### config.mk
export PLATFORM = sky130hd
export DESIGN_NAME = frame_time_statistics
export DESIGN_NICKNAME = d
export VERILOG_FILES = /design/src/rtl/fts_pkg.sv /design/src/rtl/fts_ram.sv /design/src/rtl/frame_time_statistics.sv
export SDC_FILE = /design/constraint.sdc
export NUM_CORES = 2
export LEC_CHECK = 0
export ABC_AREA = 1
export BUFFER_PORTS_ARGS = -buffer_cell sky130_fd_sc_hd__buf_4
export CELL_PAD_IN_SITES_DETAIL_PLACEMENT = 1
export CELL_PAD_IN_SITES_GLOBAL_PLACEMENT = 1
export CORE_MARGIN = 5
export CORE_UTILIZATION = 40
export CTS_CLUSTER_DIAMETER = 120
export DETAILED_ROUTE_END_ITERATION = 8
export PLACE_DENSITY_LB_ADDON = 0.1
export SLEW_MARGIN = 20
export SYNTH_ARGS = -nofsm -noshare
export SYNTH_HDL_FRONTEND = slang
export SYNTH_SLANG_ARGS = --single-unit
### constraint.sdc
create_clock -name aclk -period 7.6 [get_ports aclk]
set_input_delay 0.76 -clock aclk [delete_from_list [all_inputs] [get_ports aclk]]
set_output_delay 0.76 -clock aclk [all_outputs]
set_load 0.02 [all_outputs]
### src/rtl/fts_pkg.sv
// Frame time statistics package: control word types and the microcode ROM.
// Used by frame_time_statistics; no dependencies.
package fts_pkg;

    typedef logic [3:0] step_t;

    typedef enum logic [3:0] {
        OP_TAKE,
        OP_ELAPSED,
        OP_TEST,
        OP_RING_SUB,
        OP_RING_ADD,
        OP_FRAME,
        OP_WIN_CHECK,
        OP_CLOSE,
        OP_MDIV_LOAD,
        OP_DIV_STEP,
        OP_MEAN_UPD,
        OP_ADIV_LOAD,
        OP_AVG_UPD,
        OP_EMIT,
        OP_NOP
    } op_t;

    typedef enum logic [2:0] {
        JC_NONE,
        JC_ALWAYS,
        JC_NO_EVENT,
        JC_REJECT,
        JC_NO_CLOSE,
        JC_DIV_MORE,
        JC_RING_EMPTY,
        JC_OUT_FULL
    } cond_t;

    typedef struct packed {
        op_t   op;
        cond_t cond;
        step_t target;
    } uword_t;

    localparam step_t ST_WAIT      = 4'd0;
    localparam step_t ST_ELAPSED   = 4'd1;
    localparam step_t ST_TEST      = 4'd2;
    localparam step_t ST_RING_SUB  = 4'd3;
    localparam step_t ST_RING_ADD  = 4'd4;
    localparam step_t ST_FRAME     = 4'd5;
    localparam step_t ST_WIN_CHECK = 4'd6;
    localparam step_t ST_CLOSE     = 4'd7;
    localparam step_t ST_MDIV_LOAD = 4'd8;
    localparam step_t ST_MDIV_RUN  = 4'd9;
    localparam step_t ST_MEAN_UPD  = 4'd10;
    localparam step_t ST_ADIV_LOAD = 4'd11;
    localparam step_t ST_ADIV_RUN  = 4'd12;
    localparam step_t ST_AVG_UPD   = 4'd13;
    localparam step_t ST_EMIT      = 4'd14;

    localparam int AVG_W  = 24;
    localparam int RATE_W = 16;
    localparam int MEAN_W = 24;
    localparam int TICK_W = 32;
    localparam int OUT_W  = AVG_W + 3 * RATE_W + MEAN_W;

    localparam logic [23:0] ACCEPT_Q8 = 24'd256000;

    function automatic uword_t ucode(input step_t step);
        uword_t w;
        unique case (step)
            ST_WAIT:      w = '{OP_TAKE,      JC_NO_EVENT,   ST_WAIT};
            ST_ELAPSED:   w = '{OP_ELAPSED,   JC_NONE,       ST_WAIT};
            ST_TEST:      w = '{OP_TEST,      JC_REJECT,     ST_FRAME};
            ST_RING_SUB:  w = '{OP_RING_SUB,  JC_NONE,       ST_WAIT};
            ST_RING_ADD:  w = '{OP_RING_ADD,  JC_NONE,       ST_WAIT};
            ST_FRAME:     w = '{OP_FRAME,     JC_NONE,       ST_WAIT};
            ST_WIN_CHECK: w = '{OP_WIN_CHECK, JC_NO_CLOSE,   ST_ADIV_LOAD};
            ST_CLOSE:     w = '{OP_CLOSE,     JC_NONE,       ST_WAIT};
            ST_MDIV_LOAD: w = '{OP_MDIV_LOAD, JC_NONE,       ST_WAIT};
            ST_MDIV_RUN:  w = '{OP_DIV_STEP,  JC_DIV_MORE,   ST_MDIV_RUN};
            ST_MEAN_UPD:  w = '{OP_MEAN_UPD,  JC_NONE,       ST_WAIT};
            ST_ADIV_LOAD: w = '{OP_ADIV_LOAD, JC_RING_EMPTY, ST_EMIT};
            ST_ADIV_RUN:  w = '{OP_DIV_STEP,  JC_DIV_MORE,   ST_ADIV_RUN};
            ST_AVG_UPD:   w = '{OP_AVG_UPD,   JC_NONE,       ST_WAIT};
            ST_EMIT:      w = '{OP_EMIT,      JC_OUT_FULL,   ST_EMIT};
            default:      w = '{OP_NOP,       JC_ALWAYS,     ST_WAIT};
        endcase
        return w;
    endfunction

endpackage

### src/rtl/fts_ram.sv
// Generic simple dual-port RAM, one write port and one registered read port.
// No dependencies.
module fts_ram #(
    parameter int WIDTH = 16,
    parameter int DEPTH = 64
) (
    input  logic                             clk,
    input  logic                             wr_en,
    input  logic [$clog2(DEPTH > 1 ? DEPTH : 2)-1:0] wr_addr,
    input  logic [WIDTH-1:0]                 wr_data,
    input  logic [$clog2(DEPTH > 1 ? DEPTH : 2)-1:0] rd_addr,
    output logic [WIDTH-1:0]                 rd_data
);

    logic [WIDTH-1:0] mem [DEPTH];

    always_ff @(posedge clk) begin
        if (wr_en) begin
            mem[wr_addr] <= wr_data;
        end
        rd_data <= mem[rd_addr];
    end

endmodule

### src/rtl/frame_time_statistics.sv
// Frame time statistics: microcoded sequencer over a small datapath.
// Depends on fts_pkg and fts_ram.
//
// Usage: each beat on the s_axis channel is a frame-end event carrying a
// 32-bit millisecond timestamp. While the enable register (cfg_wr_en /
// cfg_wr_data) is set, each event yields one m_axis beat: smoothed frame
// time (Q.8 ms), latched frame rate, min, max and running mean rate (Q.8),
// with tuser[0] set when the event closed a WINDOW_MS window. With enable
// clear, events are taken and dropped.
// Timing: an event is taken only in the wait step, then runs through the
// microcode program; the next event is taken after the emit step is done.
// One restoring divider, one quotient bit per cycle, does the mean-rate
// and average divides, DW = 16 + clog2(SAMPLES) + 8 bits (30 by default).
// A window close adds the mean divide; rejected samples skip the ring.
// The result sits in an output register; if the receiver stalls, the next
// event is still taken and processed, and only its emit step waits.
// Reset (aresetn low, synchronous) clears all statistics, min rate to all
// ones; the sample ring needs no clearing.
module frame_time_statistics #(
    parameter int SAMPLES   = 64,
    parameter int WINDOW_MS = 1000
) (
    input  logic        aclk,
    input  logic        aresetn,
    input  logic        cfg_wr_en,
    input  logic        cfg_wr_data,
    input  logic        s_axis_tvalid,
    output logic        s_axis_tready,
    input  logic [31:0] s_axis_tdata,   // [31:0] tick_ms
    output logic        m_axis_tvalid,
    input  logic        m_axis_tready,
    // [23:0] avg_frame_ms_q8, [39:24] frame_rate, [55:40] min_rate,
    // [71:56] max_rate, [95:72] mean_rate_q8
    output logic [95:0] m_axis_tdata,
    output logic [0:0]  m_axis_tuser    // [0] rate_updated
);

    localparam int IDXW = $clog2(SAMPLES);
    localparam int CNTW = $clog2(SAMPLES + 1);
    localparam int SUMW = 16 + IDXW;
    localparam int DW   = (SUMW + 8 > 24) ? SUMW + 8 : 24;
    localparam int DCW  = $clog2(DW + 1);
    localparam logic [31:0] WIN_Q8 = 32'(WINDOW_MS * 256);

    fts_pkg::step_t  step_reg, step_next;
    fts_pkg::uword_t uw;

    logic                 enable_reg;
    logic [31:0]          tick_reg;
    logic [31:0]          last_tick_reg;
    logic [15:0]          elapsed_reg;
    logic [IDXW-1:0]      ring_index_reg;
    logic [CNTW-1:0]      ring_count_reg;
    logic [SUMW-1:0]      ring_sum_reg;
    logic [23:0]          avg_reg;
    logic [15:0]          frames_reg;
    logic [31:0]          accum_reg;
    logic [15:0]          rate_reg;
    logic [15:0]          rate_min_reg;
    logic [15:0]          rate_max_reg;
    logic [23:0]          mean_reg;
    logic [31:0]          mean_count_reg;
    logic                 mean_up_reg;
    logic                 updated_reg;

    logic [31:0]          div_rem_reg;
    logic [DW-1:0]        div_q_reg;
    logic [31:0]          div_den_reg;
    logic [DCW-1:0]       div_cnt_reg;

    logic                 m_valid_reg;
    logic [95:0]          m_data_reg;
    logic                 m_user_reg;

    logic [15:0]          ram_rd_data;
    logic                 ram_wr_en;

    logic                 s_accept;
    logic                 out_full;
    logic [31:0]          tick_diff;
    logic [23:0]          e_q8;
    logic [23:0]          gap_dist;
    logic                 sample_ok;
    logic [32:0]          accum_sum;
    logic                 close_hit;
    logic [23:0]          target;
    logic [31:0]          count_inc;
    logic [32:0]          div_shift;
    logic                 div_ge;
    logic                 jump;

    assign uw            = fts_pkg::ucode(step_reg);
    assign s_axis_tready = (step_reg == fts_pkg::ST_WAIT);
    assign s_accept      = s_axis_tvalid && s_axis_tready;
    assign out_full      = m_valid_reg && !m_axis_tready;
    assign m_axis_tvalid = m_valid_reg;
    assign m_axis_tdata  = m_data_reg;
    assign m_axis_tuser  = m_user_reg;

    assign tick_diff = tick_reg - last_tick_reg;
    assign e_q8      = {elapsed_reg, 8'h00};
    assign gap_dist  = (e_q8 >= avg_reg) ? (e_q8 - avg_reg) : (avg_reg - e_q8);
    assign sample_ok = (gap_dist < fts_pkg::ACCEPT_Q8);
    assign accum_sum = {1'b0, accum_reg} + {9'd0, avg_reg};
    assign close_hit = (accum_reg > WIN_Q8);
    assign target    = {rate_reg, 8'h00};
    assign count_inc = mean_count_reg + 32'd1;
    assign div_shift = {1'b0, div_rem_reg} << 1 | {32'd0, div_q_reg[DW-1]};
    assign div_ge    = (div_shift >= {1'b0, div_den_reg});
    assign ram_wr_en = (uw.op == fts_pkg::OP_RING_ADD);

    always_comb begin
        unique case (uw.cond)
            fts_pkg::JC_NONE:       jump = 1'b0;
            fts_pkg::JC_ALWAYS:     jump = 1'b1;
            fts_pkg::JC_NO_EVENT:   jump = !(s_accept && enable_reg);
            fts_pkg::JC_REJECT:     jump = !sample_ok;
            fts_pkg::JC_NO_CLOSE:   jump = !close_hit;
            fts_pkg::JC_DIV_MORE:   jump = (div_cnt_reg != DCW'(1));
            fts_pkg::JC_RING_EMPTY: jump = (ring_count_reg == '0);
            fts_pkg::JC_OUT_FULL:   jump = out_full;
            default:                jump = 1'b0;
        endcase
        if (jump) begin
            step_next = uw.target;
        end else if (step_reg == fts_pkg::ST_EMIT) begin
            step_next = fts_pkg::ST_WAIT;
        end else begin
            step_next = step_reg + 4'd1;
        end
    end

    fts_ram #(
        .WIDTH (16),
        .DEPTH (SAMPLES)
    ) u_ring (
        .clk     (aclk),
        .wr_en   (ram_wr_en),
        .wr_addr (ring_index_reg),
        .wr_data (elapsed_reg),
        .rd_addr (ring_index_reg),
        .rd_data (ram_rd_data)
    );

    // divider payload, tick capture and output beat register, no reset
    always_ff @(posedge aclk) begin
        if (uw.op == fts_pkg::OP_TAKE && s_accept) begin
            tick_reg <= s_axis_tdata;
        end
        unique case (uw.op)
            fts_pkg::OP_MDIV_LOAD: begin
                div_q_reg   <= DW'((target >= mean_reg) ? (target - mean_reg)
                                                        : (mean_reg - target));
                div_den_reg <= mean_count_reg;
                div_rem_reg <= '0;
            end
            fts_pkg::OP_ADIV_LOAD: begin
                div_q_reg   <= DW'({ring_sum_reg, 8'h00});
                div_den_reg <= 32'(ring_count_reg);
                div_rem_reg <= '0;
            end
            fts_pkg::OP_DIV_STEP: begin
                div_rem_reg <= div_ge ? 32'(div_shift - {1'b0, div_den_reg})
                                      : div_shift[31:0];
                div_q_reg   <= {div_q_reg[DW-2:0], div_ge};
            end
            default: begin
            end
        endcase
        if (uw.op == fts_pkg::OP_EMIT && !out_full) begin
            m_data_reg <= {mean_reg, rate_max_reg, rate_min_reg, rate_reg, avg_reg};
            m_user_reg <= updated_reg;
        end
    end

    always_ff @(posedge aclk) begin
        if (!aresetn) begin
            step_reg       <= fts_pkg::ST_WAIT;
            enable_reg     <= 1'b0;
            last_tick_reg  <= '0;
            elapsed_reg    <= '0;
            ring_index_reg <= '0;
            ring_count_reg <= '0;
            ring_sum_reg   <= '0;
            avg_reg        <= '0;
            frames_reg     <= '0;
            accum_reg      <= '0;
            rate_reg       <= '0;
            rate_min_reg   <= '1;
            rate_max_reg   <= '0;
            mean_reg       <= '0;
            mean_count_reg <= '0;
            mean_up_reg    <= 1'b0;
            updated_reg    <= 1'b0;
            div_cnt_reg    <= '0;
            m_valid_reg    <= 1'b0;
        end else begin
            step_reg <= step_next;
            if (cfg_wr_en) begin
                enable_reg <= cfg_wr_data;
            end
            if (m_valid_reg && m_axis_tready && uw.op != fts_pkg::OP_EMIT) begin
                m_valid_reg <= 1'b0;
            end
            unique case (uw.op)
                fts_pkg::OP_ELAPSED: begin
                    if (last_tick_reg != '0) begin
                        elapsed_reg <= (|tick_diff[31:16]) ? 16'hFFFF : tick_diff[15:0];
                    end else begin
                        elapsed_reg <= '0;
                    end
                    last_tick_reg <= tick_reg;
                end
                fts_pkg::OP_RING_SUB: begin
                    if (ring_count_reg == CNTW'(SAMPLES)) begin
                        ring_sum_reg <= ring_sum_reg - SUMW'(ram_rd_data);
                    end
                end
                fts_pkg::OP_RING_ADD: begin
                    ring_sum_reg   <= ring_sum_reg + SUMW'(elapsed_reg);
                    ring_index_reg <= (ring_index_reg == IDXW'(SAMPLES - 1))
                                      ? '0 : ring_index_reg + IDXW'(1);
                    if (ring_count_reg != CNTW'(SAMPLES)) begin
                        ring_count_reg <= ring_count_reg + CNTW'(1);
                    end
                end
                fts_pkg::OP_FRAME: begin
                    if (frames_reg != 16'hFFFF) begin
                        frames_reg <= frames_reg + 16'd1;
                    end
                    accum_reg <= accum_sum[32] ? 32'hFFFF_FFFF : accum_sum[31:0];
                end
                fts_pkg::OP_WIN_CHECK: begin
                    updated_reg <= close_hit;
                end
                fts_pkg::OP_CLOSE: begin
                    rate_reg   <= frames_reg;
                    frames_reg <= '0;
                    accum_reg  <= '0;
                    if (frames_reg < rate_min_reg) begin
                        rate_min_reg <= frames_reg;
                    end
                    if (frames_reg > rate_max_reg) begin
                        rate_max_reg <= frames_reg;
                    end
                    if (count_inc == '0) begin
                        mean_reg       <= '0;
                        mean_count_reg <= 32'd1;
                    end else begin
                        mean_count_reg <= count_inc;
                    end
                end
                fts_pkg::OP_MDIV_LOAD: begin
                    mean_up_reg <= (target >= mean_reg);
                    div_cnt_reg <= DCW'(DW);
                end
                fts_pkg::OP_ADIV_LOAD: begin
                    div_cnt_reg <= DCW'(DW);
                end
                fts_pkg::OP_DIV_STEP: begin
                    div_cnt_reg <= div_cnt_reg - DCW'(1);
                end
                fts_pkg::OP_MEAN_UPD: begin
                    mean_reg <= mean_up_reg ? mean_reg + div_q_reg[23:0]
                                            : mean_reg - div_q_reg[23:0];
                end
                fts_pkg::OP_AVG_UPD: begin
                    avg_reg <= div_q_reg[23:0];
                end
                fts_pkg::OP_EMIT: begin
                    if (!out_full) begin
                        m_valid_reg <= 1'b1;
                    end
                end
                default: begin
                end
            endcase
        end
    end

    a_emit_from_program: assert property (@(posedge aclk) disable iff (!aresetn)
        $rose(m_valid_reg) |-> $past(step_reg == fts_pkg::ST_EMIT))
        else $error("output beat raised outside the emit step");

    a_minmax_order: assert property (@(posedge aclk) disable iff (!aresetn)
        (mean_count_reg != '0) |-> (rate_min_reg <= rate_max_reg))
        else $error("min rate above max rate after a window closed");

    a_ring_bounds: assert property (@(posedge aclk) disable iff (!aresetn)
        (ring_count_reg <= CNTW'(SAMPLES)) && (ring_index_reg <= IDXW'(SAMPLES - 1)))
        else $error("ring count or index out of range");

    a_div_in_run: assert property (@(posedge aclk) disable iff (!aresetn)
        (div_cnt_reg != '0) |->
            (step_reg == fts_pkg::ST_MDIV_RUN || step_reg == fts_pkg::ST_ADIV_RUN))
        else $error("divider active outside a divide step");

endmodule

======== Yosys cells after proc, flatten, opt, wreduce, memory -nomap -nowiden ========
Memory sizes are Yosys's and may differ from the RTL's. A register that Yosys moved wholly into a read port is not among the register bits.
Cells that the tools add are included.
storage, ports and cells
  register bits after elaboration ......... 495
  RAM bits ................................ 1024
  bits in read-only memories .............. 176
  input port bits ......................... 38
  output and inout bits ................... 99
  word-level logic and storage cells ...... 142
  memories ................................ 2
operators by class
  add/subtract/negate cells ............... 17
  magnitude comparators ................... 7
  equal/unequal tests ..................... 29
  mux-type cells .......................... 29
  bitwise logic cells ..................... 1
  reduce and logical (&&, ||, !) cells .... 32
memories
  memory            depth  width  rd ports  clocked after memory_dff  wr ports  line           text
  u_ring.mem        64     16     1         1                         1         fts_ram.sv:15  logic [WIDTH-1:0] mem [DEPTH];
  (name not given)  16     11     1         1                         0         fts_pkg.sv:68  unique case (step)
operators by type and width
  operator               count
  $pmux 32 s2            3
  $mux 32                3
  $pmux 30 s3            1
  $mux 24                3
  $sub 24x24->24         3
  $sub 32x32->32         2
  $sub 24x24->25         2
  $ge 24x24->1           2
  $mux 16                3
  $pmux 24 s2            1
  $pmux 22 s2            1
  $add 32x24->33         1
  $ge 33x32->1           1
  $or 33x1->33           1
  $add 32x1->32 const B  1
  $gt 32x18->1 const B   1
  $logic_not 32->1       1
  $pmux 16 s2            1
  $reduce_bool 32->1     1
  $mux 30                1
  $eq 4x4->1 const B     7
  $add 24x24->24         1
  $lt 24x18->1 const B   1
  $add 22x16->22         1
  37 further kinds       72

======== Longest topological paths before layout ========
  depth in word-level cells ............... 7
  gate-level depth with buffers ........... 28
  depth with buffers taken out ............ 28

======== Cells and area by module ========
A second synthesis with hierarchy kept.
second synthesis, totals
  cell total of the unflattened synthesis .. 7636
  area total of the unflattened synthesis .. 73604.3 sq um
by module, submodules not included
  module                 times used  cells an instance  area each (sq um)  sequential area each (sq um)
  fts_ram                1           3517               42099.1            31069.8
  frame_time_statistics  1           4119               31505.2            12341.8

======== Worst setup path after synthesis ========
Ideal clock, no wire load.
  path kind ............................... input to register
  start ................................... input m_axis_tready
  end ..................................... register m_data_reg[0] (netlist: m_axis_tdata[0]), enable pin
  setup time .............................. 553 ps
  arrival time ............................ 4831 ps
  data required time ...................... 7047 ps
  slack ................................... 2216 ps
  cell stages on the path ................. 2
  buffers on the path ..................... 0
  path through ............................ nor2_1 nor2_1
on the way
  word-level cells in the longest chain between the ends .. 4
RTL lines
  item                  line                          text
  start, declared       frame_time_statistics.sv:31   input logic m_axis_tready,
  $logic_not 1->1       frame_time_statistics.sv:95   assign out_full = m_valid_reg && !m_axis_tready;
  $logic_and 1x1->1     frame_time_statistics.sv:95
  $logic_not 1->1       -
  $logic_and 1x1->1     frame_time_statistics.sv:170  if (uw.op == fts_pkg::OP_EMIT && !out_full) begin
  end signal, assigned  frame_time_statistics.sv:171  m_data_reg <= {mean_reg, rate_max_reg, rate_min_reg, rate_reg, avg_reg};
  end, declared         frame_time_statistics.sv:72   logic [95:0] m_data_reg;
Every way passes these cells.
A chain may end at the register's enable or synchronous reset.

======== Worst setup path after layout ========
  start ................................... register elapsed_reg[13]
  end ..................................... register uw[7] (netlist name)
on the way
  word-level cells in the longest chain between the ends .. 7
  elaborated cells between the ends (all ways) .. 9
  those cells by class .................... add/sub (2); order compare (2); mux (4); reduce/logical (1)
RTL lines
  item                                            line                          text
  start, declared                                 frame_time_statistics.sv:51   logic [15:0] elapsed_reg;
  start signal, assigned                          frame_time_statistics.sv:208  elapsed_reg <= (|tick_diff[31:16]) ? 16'hFFFF : tick_diff[15:0];
  $sub 24x24->24 or $ge 24x24->1 (tied branches)  frame_time_statistics.sv:102  assign gap_dist = (e_q8 >= avg_reg) ? (e_q8 - avg_reg) : (avg_reg - e_q8);
  $mux 24 (*)                                     frame_time_statistics.sv:102
  $lt 24x18->1 (*)                                frame_time_statistics.sv:103  assign sample_ok = (gap_dist < fts_pkg::ACCEPT_Q8);
  $logic_not 1->1 (*)                             frame_time_statistics.sv:117  fts_pkg::JC_REJECT: jump = !sample_ok;
  $pmux 1 s8 (*)                                  frame_time_statistics.sv:113  unique case (uw.cond)
  $mux 4 (*)                                      frame_time_statistics.sv:124  if (jump) begin
  $mux 4 (no line) (*)                            -
Mark *: on every way between the ends. The rest lies on a longest branch, timed or not.

==> results.txt <==
----------------------------------------------------
[Logic synthesis]
  Most common library cells after synthesis ... edfxtp_1 (1247), nand2_1 (1140), inv_1 (614)
  Yosys top cell by area ... edfxtp_1
  Syn Inst Count ... 6339
  Proportion of netlist area held by the largest area contributor ... 54.1%
  Unique masters post-synth ... 65
  Post-synthesis average cell area ... 10.9 µm²
  Top area cells in the synthesized netlist ... edfxtp_1 (54%), dfxtp_1 (8.6%), nand2_1 (6.2%)
  Sequential area share after synthesis ... 62.7%
  EDFF count, synth ... 1247
  Dominant synthesized flop cell ... edfxtp_1
  Synthesized Nets ... 6619
  Async set-or-reset flop fraction in the synthesized netlist ... 0%
  Warnings from Yosys ... 0
  Flops & latches, synth ... 1545
  Post-synthesis instance area ... 69200 µm²
  Count leader, synth ... edfxtp_1

[Clock network]
  CTS root buf ... clkbuf_16
  Clock tree from TritonCTS ... done
  Clock transition at the registers of the reported paths ... 0.06 ns
  Total clock sinks ... 1545
  H-tree depth reported by CTS ... 4
  Clk Latency, worst-skew pair ... 0.82 ns
  Hold bufs inserted after CTS ... 0
  Number of gates given a new drive strength after cts ... 0
  Number of buffers added by the clock tree synthesis step ... 169
  Post-CTS setup buffer count ... 0
  Maximum clock path buffer count ... 3

[Placement]
  # placed instances ... 8696
  Gp weighted congestion ... 0.853
  Count of port buffers added during placement ... 136
  HPWL after detailed placement ... 142000 µm

[STA]
  Final setup TNS ... 0 ns
  Setup repair after global routing missed its margin ... false
  Highest clock frequency the design can meet ... 223 MHz
  Slew Limit Headroom ... 30.7%
  Shortest period the worst path allows ... 4.49 ns
  Final worst-path cycle share ... 59.1%
  Actual transition at the worst max-transition pin ... 1.04 ns
  Final Hold Slack ... 0.116 ns
  Worst clock skew ... 0.0425 ns
  Hold Vio Cnt, Final ... 0
  Slew Limit Fails ... 0
  Setup violations, final ... 0

[Floorplanning]
  Effective utilization at floorplan ... 40.3%
  Die width ... 426 µm
  Total die area ... 181000 µm²
  Core region area ... 172000 µm²
  Vertical die dimension ... 426 µm
  Top-level port count ... 137
  Number of standard-cell rows in the floorplan ... 152

[Worst setup path]
  Max FO, Critical Path ... 67
  Critical setup path kind ... register to register
  Buffer and inverter count on the worst path ... 5
  Number of cells on the critical path ... 22
  Critical path launch point ... elapsed_reg[13]
  Reg-to-Reg Start ... elapsed_reg[13]
  Sort of element at the start of the critical path ... register
  CP endpoint kind ... register
  Kind of cell adding the most delay to the critical path ... simple AND/OR/NAND/NOR gates
  Arrival @ worst endpoint ... 5.18 ns
  Capturing element of the worst setup path ... uw[7]
  Endpoint of the worst register-to-register path ... uw[7]
  Critical-path cell with the highest stage delay ... buf_4
  Cell breakdown of the critical path ... buf_4 -> inv_1 -> ha_1 -> nand2_2 -> inv_2 -> nand3_2 -> inv_1 -> a21oi_4 -> nand3_2 -> inv_1 -> nand2_1 -> nand2_1 -> nand2_1 -> nor2_2 -> nand3_2 -> nand2_4 -> nand2_4 -> nand2_2 -> nand3_2 -> ha_1 -> nand2_1 -> o21ai_0
  Largest stage delay on the critical path ... 0.62 ns
  Crit path required time ... 8.28 ns
  Length in cells of the worst reg-to-reg path ... 22
  Setup slack of the most critical reg-to-reg path ... 3.11 ns

[Power]
  Cell-internal power ... 16.9 mW
  Part of the power in registers ... 40.6%
  Switching power share of the total ... 34.1%
  Cell Pwr Density ... 323 nW/µm²
  Clock Power Share ... 32.5%
  Switching power ... 8.72 mW
  Combinational share of power ... 26.9%
  Worst supply voltage drop on vdd ... 0.261 mV
  Leakage component of the power ... 29.3 nW

[GRT]
  Overflow left after global routing ... 0
  Number of global-route vias before repair ... 51300
  Antenna violations before repair ... 4
  Global-route wire length before repair ... 327000 µm
  Maximum number of pins on one net before global-route repair ... 92
  Total global-route track usage ... 23.7%

[Cells and area]
  Number of flip-flops under the largest register name ... 1024
  Register bank with the most flops ... u_ring.mem
  Nets@finish ... 6837
  Area Overhead vs Synth ... 14.4%
  Fraction of layout instances using a drive strength above 1 ... 9.39%
  Count of non-filler cells in the finished layout ... 9013

[Route]
  Wire length on met2 ... 104000 µm
  Total number of vias ... 49800
  Count of nets left with antenna violations after detail routing ... 0
  M1 wire length ... 96500 µm
  Router iterations before antenna repair ... 7
  Residual DRC count ... 0
  Met3 layer wire length in the routed design ... 11200 µm
  Total Wirelength ... 217000 µm
  Routed wirelength normalized by instance count ... 24.1 µm
  Uppermost layer routed ... met4
  Vias/cell ... 5.52
  Iteration-0 DRC Markers ... 3536

[Worst hold path]
  Hold Crit Class ... input pin to register

[Status]
  Result of the run ... finished, final reports clean

[Run]
  Max_cap viols ... 0

----------------------------------------------------
-- through the flow --
step	total power, mW	worst slack (ns)	util [%]	cell area [µm²]
finish	25.6	3.11	46.1	79200
global route	27.0	2.71	46.0	79200
CTS	25.8	3.08	46.0	79200
detailed placement	17.5	3.04	42.8	73500
global placement	17.4	3.13	42.8	73500
floorplan	15.0	2.22	-	69200
-- layout by cell type (no fill, tap or decap), types with 47 or more instances in the layout --
cell type / count
a21oi_1: 497
a221oi_1: 138
a22o_1: 109
a22oi_1: 156
buf_4: 270
clkbuf_16: 172
dfxtp_1: 282
edfxtp_1: 1247
ha_1: 236
inv_1: 613
nand2_1: 1140
nand3_1: 213
nand4_1: 168
nor2_1: 362
nor3_1: 62
o21ai_0: 328
o22ai_1: 47
xnor2_1: 52
xor2_1: 107
-- cell type report --
type | count | area [µm²]
clock inverter | 101 | 1120
tap | 2310 | 2890
timing repair buffer | 276 | 2150
sequential | 1545 | 43400
antenna | 3 | 7.51
clock buffer | 213 | 4520
fill | 18500 | 92700
inverter | 632 | 2380
multi-input combinational | 3933 | 22700
-- metal layers --
metal | track usage [%] | vias to the layer above
li1 | - | 23300
met1 | 31.7 | 25100
met2 | 39.6 | 1083
met3 | 4.03 | 294
met4 | 6.79 | 0
met5 | 0 | -
-- worst min-delay path by stage --
stage	cells after the start	endpoint	slack, ns	from
5_1_grt	1	tick_reg[28]	0.06	s_axis_tdata[28]
3_3_place_gp	0	m_axis_tdata[59]	0.42	rate_max_reg[3]
6_report	1	tick_reg[30]	0.12	s_axis_tdata[30]
2_1_floorplan	0	m_axis_tuser	0.40	updated_reg
4_1_cts	1	tick_reg[23]	0.04	s_axis_tdata[23]
3_5_place_dp	0	m_axis_tdata[61]	0.42	rate_max_reg[5]
-- kinds of logic after synthesis --
| group | count (synthesis) | share of synthesized area [%] |
|---|---|---|
| XOR/XNOR | 159 | 2.01 |
| buffers and inverters | 861 | 4.72 |
| adder cells (fa/ha/maj) | 242 | 4.44 |
| flip-flops | 1545 | 62.7 |
| AND/OR/NAND/NOR | 2074 | 12.9 |
| AO/OA/AOI/OAI | 1458 | 13.2 |
-- power by group through the flow --
stage / clock network, mW / logic [mW] / registers, mW
floorplan: 0 / 4.30 / 10.7
global placement: 0 / 6.79 / 10.6
detailed placement: 0 / 6.89 / 10.6
CTS: 8.53 / 6.93 / 10.4
global route: 8.91 / 7.68 / 10.4
finish: 8.31 / 6.89 / 10.4
(Power assumes the default switching activity.)
